--- src/hw/rtl/slot_countdown_delay_table_top_defines.svh ---
// ----------------------------------------------------------------------------
// Slot countdown delay table: assertion macros
// Concurrent check macros used by the top level, clocked on i_clk and
// disabled while i_rst_n is low.
// ----------------------------------------------------------------------------
`ifndef SLOT_COUNTDOWN_DELAY_TABLE_TOP_DEFINES_SVH
`define SLOT_COUNTDOWN_DELAY_TABLE_TOP_DEFINES_SVH

// Same-cycle implication: when ante holds, cons must hold at the same edge.
`define SCDT_CHECK_NOW(label, ante, cons, msg) \
    label: assert property (@(posedge i_clk) disable iff (!i_rst_n) \
        (ante) |-> (cons)) else $error(msg);

// Next-cycle implication: when ante holds, cons must hold at the next edge.
`define SCDT_CHECK_NEXT(label, ante, cons, msg) \
    label: assert property (@(posedge i_clk) disable iff (!i_rst_n) \
        (ante) |=> (cons)) else $error(msg);

`endif

--- src/hw/rtl/scdt_pkg.sv ---
// ----------------------------------------------------------------------------
// Slot countdown delay table: shared package
// Sizes, action codes and the records passed between the block's modules.
// ----------------------------------------------------------------------------
`timescale 1ns / 1ps

package scdt_pkg;

    localparam int SLOT_COUNT  = 256;
    localparam int SLOT_AW     = $clog2(SLOT_COUNT);
    localparam int ID_WIDTH    = 8;
    localparam int COUNT_WIDTH = 32;
    localparam int RELOAD_WIDTH = 32;
    // One table entry is the armed flag above the remaining count.
    localparam int ENTRY_WIDTH = COUNT_WIDTH + 1;
    // Result queue depth covers the word in the engine plus two queued words.
    localparam int RES_DEPTH   = 3;
    localparam int RES_PW      = $clog2(RES_DEPTH);
    localparam int RES_CW      = $clog2(RES_DEPTH + 1);

    localparam logic ACT_STEP  = 1'b0;
    localparam logic ACT_CLEAR = 1'b1;

    typedef struct packed {
        logic started;
        logic expired;
    } t_result;

    typedef struct packed {
        logic    vld;
        t_result res;
    } t_res_push;

endpackage

--- src/hw/rtl/scdt_out_if.sv ---
// ----------------------------------------------------------------------------
// Slot countdown delay table: result channel
// Valid/ready channel carrying one result word of two flags.
// ----------------------------------------------------------------------------
`timescale 1ns / 1ps

interface scdt_out_if import scdt_pkg::*; ();

    logic valid;
    logic ready;
    logic started;
    logic expired;

    modport source (output valid, output started, output expired, input ready);
    modport sink   (input valid, input started, input expired, output ready);

endinterface

--- src/hw/rtl/scdt_rfifo.sv ---
// ----------------------------------------------------------------------------
// Slot countdown delay table: result queue
// Small flop-based queue between the engine and the result channel.
// ----------------------------------------------------------------------------
`timescale 1ns / 1ps

module scdt_rfifo import scdt_pkg::*; (
    input  logic              i_clk,
    input  logic              i_rst_n,
    input  t_res_push         i_push,
    output logic [RES_CW-1:0] o_count,
    scdt_out_if.source        o_out
);

    t_result           r_mem [RES_DEPTH];
    logic [RES_PW-1:0] r_rd_ptr;
    logic [RES_PW-1:0] r_wr_ptr;
    logic [RES_CW-1:0] r_count;
    logic [RES_PW-1:0] n_rd_ptr;
    logic [RES_PW-1:0] n_wr_ptr;
    logic [RES_CW-1:0] n_count;
    logic              w_pop;

    assign w_pop = o_out.valid && o_out.ready;

    always_comb begin
        n_rd_ptr = r_rd_ptr;
        n_wr_ptr = r_wr_ptr;
        if (w_pop) begin
            n_rd_ptr = (r_rd_ptr == RES_PW'(RES_DEPTH - 1)) ? '0 : r_rd_ptr + RES_PW'(1);
        end
        if (i_push.vld) begin
            n_wr_ptr = (r_wr_ptr == RES_PW'(RES_DEPTH - 1)) ? '0 : r_wr_ptr + RES_PW'(1);
        end
        n_count = r_count + RES_CW'(i_push.vld) - RES_CW'(w_pop);
    end

    always_ff @(posedge i_clk) begin
        if (!i_rst_n) begin
            r_rd_ptr <= '0;
            r_wr_ptr <= '0;
            r_count  <= '0;
        end else begin
            r_rd_ptr <= n_rd_ptr;
            r_wr_ptr <= n_wr_ptr;
            r_count  <= n_count;
        end
        if (i_push.vld) begin
            r_mem[r_wr_ptr] <= i_push.res;
        end
    end

    assign o_count       = r_count;
    assign o_out.valid   = (r_count != '0);
    assign o_out.started = r_mem[r_rd_ptr].started;
    assign o_out.expired = r_mem[r_rd_ptr].expired;

endmodule

--- src/flat_wrapper.sv ---
// flat-port wrapper written by rule: the top's interface ports become plain ports
module scdt_rfifo_flat import scdt_pkg::*;
  (i_clk, i_rst_n, i_push, o_count, o_out_valid, o_out_started, o_out_expired, o_out_ready);
  scdt_out_if o_out_i ();
  input  logic i_clk;
  input  logic i_rst_n;
  input  t_res_push i_push;
  output logic [RES_CW-1:0] o_count;
  output wire logic [$bits(o_out_i.valid)-1:0] o_out_valid;
  output wire logic [$bits(o_out_i.started)-1:0] o_out_started;
  output wire logic [$bits(o_out_i.expired)-1:0] o_out_expired;
  input wire logic [$bits(o_out_i.ready)-1:0] o_out_ready;
  assign o_out_valid = o_out_i.valid;
  assign o_out_started = o_out_i.started;
  assign o_out_expired = o_out_i.expired;
  assign o_out_i.ready = o_out_ready;
  scdt_rfifo u_core (.i_clk(i_clk), .i_rst_n(i_rst_n), .i_push(i_push), .o_count(o_count), .o_out(o_out_i));
endmodule
--- config.mk ---
export PLATFORM = sky130hd
export DESIGN_NAME = scdt_rfifo_flat
export DESIGN_NICKNAME = d
export VERILOG_FILES = /design/src/hw/rtl/slot_countdown_delay_table_top_defines.svh /design/src/hw/rtl/scdt_pkg.sv /design/src/hw/rtl/scdt_out_if.sv /design/src/hw/rtl/scdt_rfifo.sv /design/src/flat_wrapper.sv
export SDC_FILE = /design/constraint.sdc
export NUM_CORES = 1
export LEC_CHECK = 0
export ABC_AREA = 1
export BUFFER_PORTS_ARGS = -buffer_cell sky130_fd_sc_hd__buf_4
export CAP_MARGIN = 20
export CORE_AREA = 2 2 39 41
export DETAILED_ROUTE_END_ITERATION = 10
export DIE_AREA = 0 0 41 43
export GPL_TIMING_DRIVEN = 0
export PLACE_DENSITY = 0.68
export SYNTH_ARGS = -nofsm -noshare
export SYNTH_HDL_FRONTEND = slang
export SYNTH_SLANG_ARGS = --single-unit
--- constraint.sdc ---
create_clock -name i_clk -period 1.1 [get_ports i_clk]
set_input_delay 0.11 -clock i_clk [delete_from_list [all_inputs] [get_ports i_clk]]
set_output_delay 0.11 -clock i_clk [all_outputs]
set_load 0.005 [all_outputs]
==> results.txt <==
Num Clock Sinks -> 14
TritonCTS clock tree -> done
Kind of critical path -> flop to output pin
Setup TNS -> -0.0114 ns
Violated checks -> negative setup slack
Placed cell count -> 90
Crit-path max cell delay -> 0.38 ns
Layout Nets -> 86
Via count -> 431
Reg clk slew, reported paths -> 0.08 ns
Global placement routability congestion -> 0.730
Peak Freq -> 900 MHz
Hold path start -> i_push[1]
Worst path slowest cell -> edfxtp_1
Crit-path max FO -> 1
Final worst-path cycle share -> 101%
CP cell instances -> a21oi_2 -> a21oi_1 -> buf_4
Drt first pass iters -> 3
Reg2Reg Depth -> 7
Cts bufs inserted -> 3
Critical R2R Capture -> u_core.o_count[1]$_SDFF_PN0_
All-Layer GR Usage -> 13.5%
Congestion Overflow GR -> 0
R2r setup slk -> 0.05 ns
Rows -> 14
Leading cell type in the layout, fill and taps excluded -> inv_1
Synth Area per Inst -> 8.78 sq um
Number of synthesized register bits -> 14
Pleak -> 0.315 nW
Initial DRC Count -> 4
Io pins -> 11
Most frequent cells in the layout -> 11 x inv_1, 10 x nand2_1, 10 x buf_4
Area growth from synthesis to layout -> 25.6%
ANT nets after route -> 0
Antenna violations before repair -> 0
Routed vias/inst -> 4.59
Residual DRC count -> 0
Post-CTS Hold Buffers -> 0
Final core area utilization -> 51.0%
Min Clock Period, post-route -> 1.11 ns
Post-Synthesis Cells -> 64
Final setup viols -> 1
Power Density -> 1480 nW/um^2
Layout cells sized above 1 -> 30.8%
DP HPWL -> 636 um
Max_slew headroom -> 80.6%
Met2 Routed Length -> 437 um
First-pass GRT wire length -> 1490 um
CTS Root Cell -> clkbuf_4
H-tree level count -> 1
Clock Latency Late Sink -> 0.29 ns
Synthesized cell area -> 562 sq um
Least-Margin Pin Slew -> 0.289 ns
Hold path depth -> 1
Hold WC Path Type -> primary input to flop
Crit end category -> output pin
Syn Nets -> 71
Slew Viols, Final -> 0
Final hold viol count -> 0
Hold endpoint -> u_core.r_mem[1][1]$_DFFE_PP_
Worst setup SP type -> flop
Largest net degree at the start of global routing -> 9
Antenna Diode Count -> 0
Core area -> 1380 sq um
Clk buf depth -> 2
FF-to-FF Start -> u_core.o_count[0]$_SDFF_PN0_
Vias in the first global route -> 391
Die Span Y -> 43 um
Buffers on Ports -> 10
Netlist cell types -> 12
Initial Util -> 40.6%
RSZ-0062 raised after global routing -> true
Status -> finished, violations left
Sequential share of the synthesized area -> 60.6%
CP arrival -> 1.00 ns
DRT met1 WL -> 373 um
Final total power -> 1.05 mW
WL met3 -> 45 um
Wire length per cell -> 9.52 um
DRT Wirelength -> 895 um
Worst vdd ir -> 0.815 mV
Crit-path leading delay family -> flip-flops
Final worst setup slack -> -0.0114 ns
Top layer reached by signal wires -> met4
Die area -> 1760 sq um
Clock Skew -> 0.00468 ns
CP bufs+invs -> 1
Max Cap Viol -> 0
Die Wd -> 41 um
Critical Path RT -> 0.99 ns
Min Hold Slack -> 0.0132 ns
Ys Warns -> 0
Fin cells -> 94
[final cells by class]
| cell class | count | area, sq um |
|---|---|---|
| Inverter | 13 | 48.8 |
| Multi-Input combinational cell | 37 | 188 |
| Sequential cell | 14 | 348 |
| Clock buffer | 3 | 22.5 |
| Tap cell | 16 | 20.0 |
| Clock inverter | 1 | 3.75 |
| Fill cell | 136 | 678 |
| Timing Repair Buffer | 10 | 75.1 |
[where the power goes]
| part | switching (mW) | internal (mW) | leakage, nW |
|---|---|---|---|
| logic | 0.0755 | 0.0750 | 0.176 |
| clock network | 0.165 | 0.132 | 0.0154 |
| registers | 0.0225 | 0.576 | 0.123 |
[logic make-up after synthesis]
| family | share of synthesized area (%) |
|---|---|
| adder cells (fa/ha/maj) | 2.23 |
| buffers and inverters | 8.69 |
| AND/OR/NAND/NOR | 20.0 |
| flip-flops | 60.6 |
| AO/OA/AOI/OAI | 8.46 |
[synth_stat cells]
cell / count / area, sq um
nand3_1: 6 / 30.0
inv_1: 13 / 48.8
nand2_2: 1 / 6.26
nand2_1: 10 / 37.5
o21ai_0: 1 / 5.00
edfxtp_1: 6 / 180
a21oi_1: 7 / 35.0
nor2_1: 9 / 33.8
ha_1: 1 / 12.5
nor3_1: 1 / 5.00
o21a_1: 1 / 7.51
dfxtp_1: 8 / 160
[through the flow]
step	area (sq um)	setup WS [ns]
CTS	691	-0.0179
global placement	657	0.0109
detailed placement	657	-0.0472
floorplan	562	0.0513
global route	706	-0.0764
finish	706	-0.0114
[per-layer routing]
| metal | vias up | GRT usage, % |
|---|---|---|
| met5 | - | 0 |
| met4 | 0 | 12.0 |
| met3 | 5 | 3.14 |
| met2 | 11 | 22.5 |
| met1 | 184 | 12.2 |
| li1 | 231 | - |
[how the worst max path moves through the flow]
stage	cells after the start	to	from	slack [ns]
CTS	7	u_core.o_count[1]$_SDFF_PN0_	u_core.o_count[0]$_SDFF_PN0_	-0.02
finish	3	o_out_started	u_core.r_mem[1][1]$_DFFE_PP_	-0.01
detailed placement	6	u_core.o_count[1]$_SDFF_PN0_	u_core.o_count[1]$_SDFF_PN0_	-0.05
global placement	6	u_core.o_count[1]$_SDFF_PN0_	u_core.o_count[1]$_SDFF_PN0_	0.01
global route	3	o_out_started	u_core.r_mem[1][1]$_DFFE_PP_	-0.08
floorplan	6	u_core.o_count[0]$_SDFF_PN0_	u_core.o_count[0]$_SDFF_PN0_	0.05
[worst register-to-register path, delay by kind of cell, from the launching register on]
kind,cells,cell delay (ns)
fa+ha+maj,1,0.18
compound gates,1,0.07
buf+inv,1,0.08
flops,1,0.34
simple gates,4,0.28
[timing repair]
item	in CTS	in global routing
endpoints found under the setup margin	4	4
setup buffers	0	0
resized for setup	4	8
pin swaps	3	2
Power figures use the tool's default switching activity.
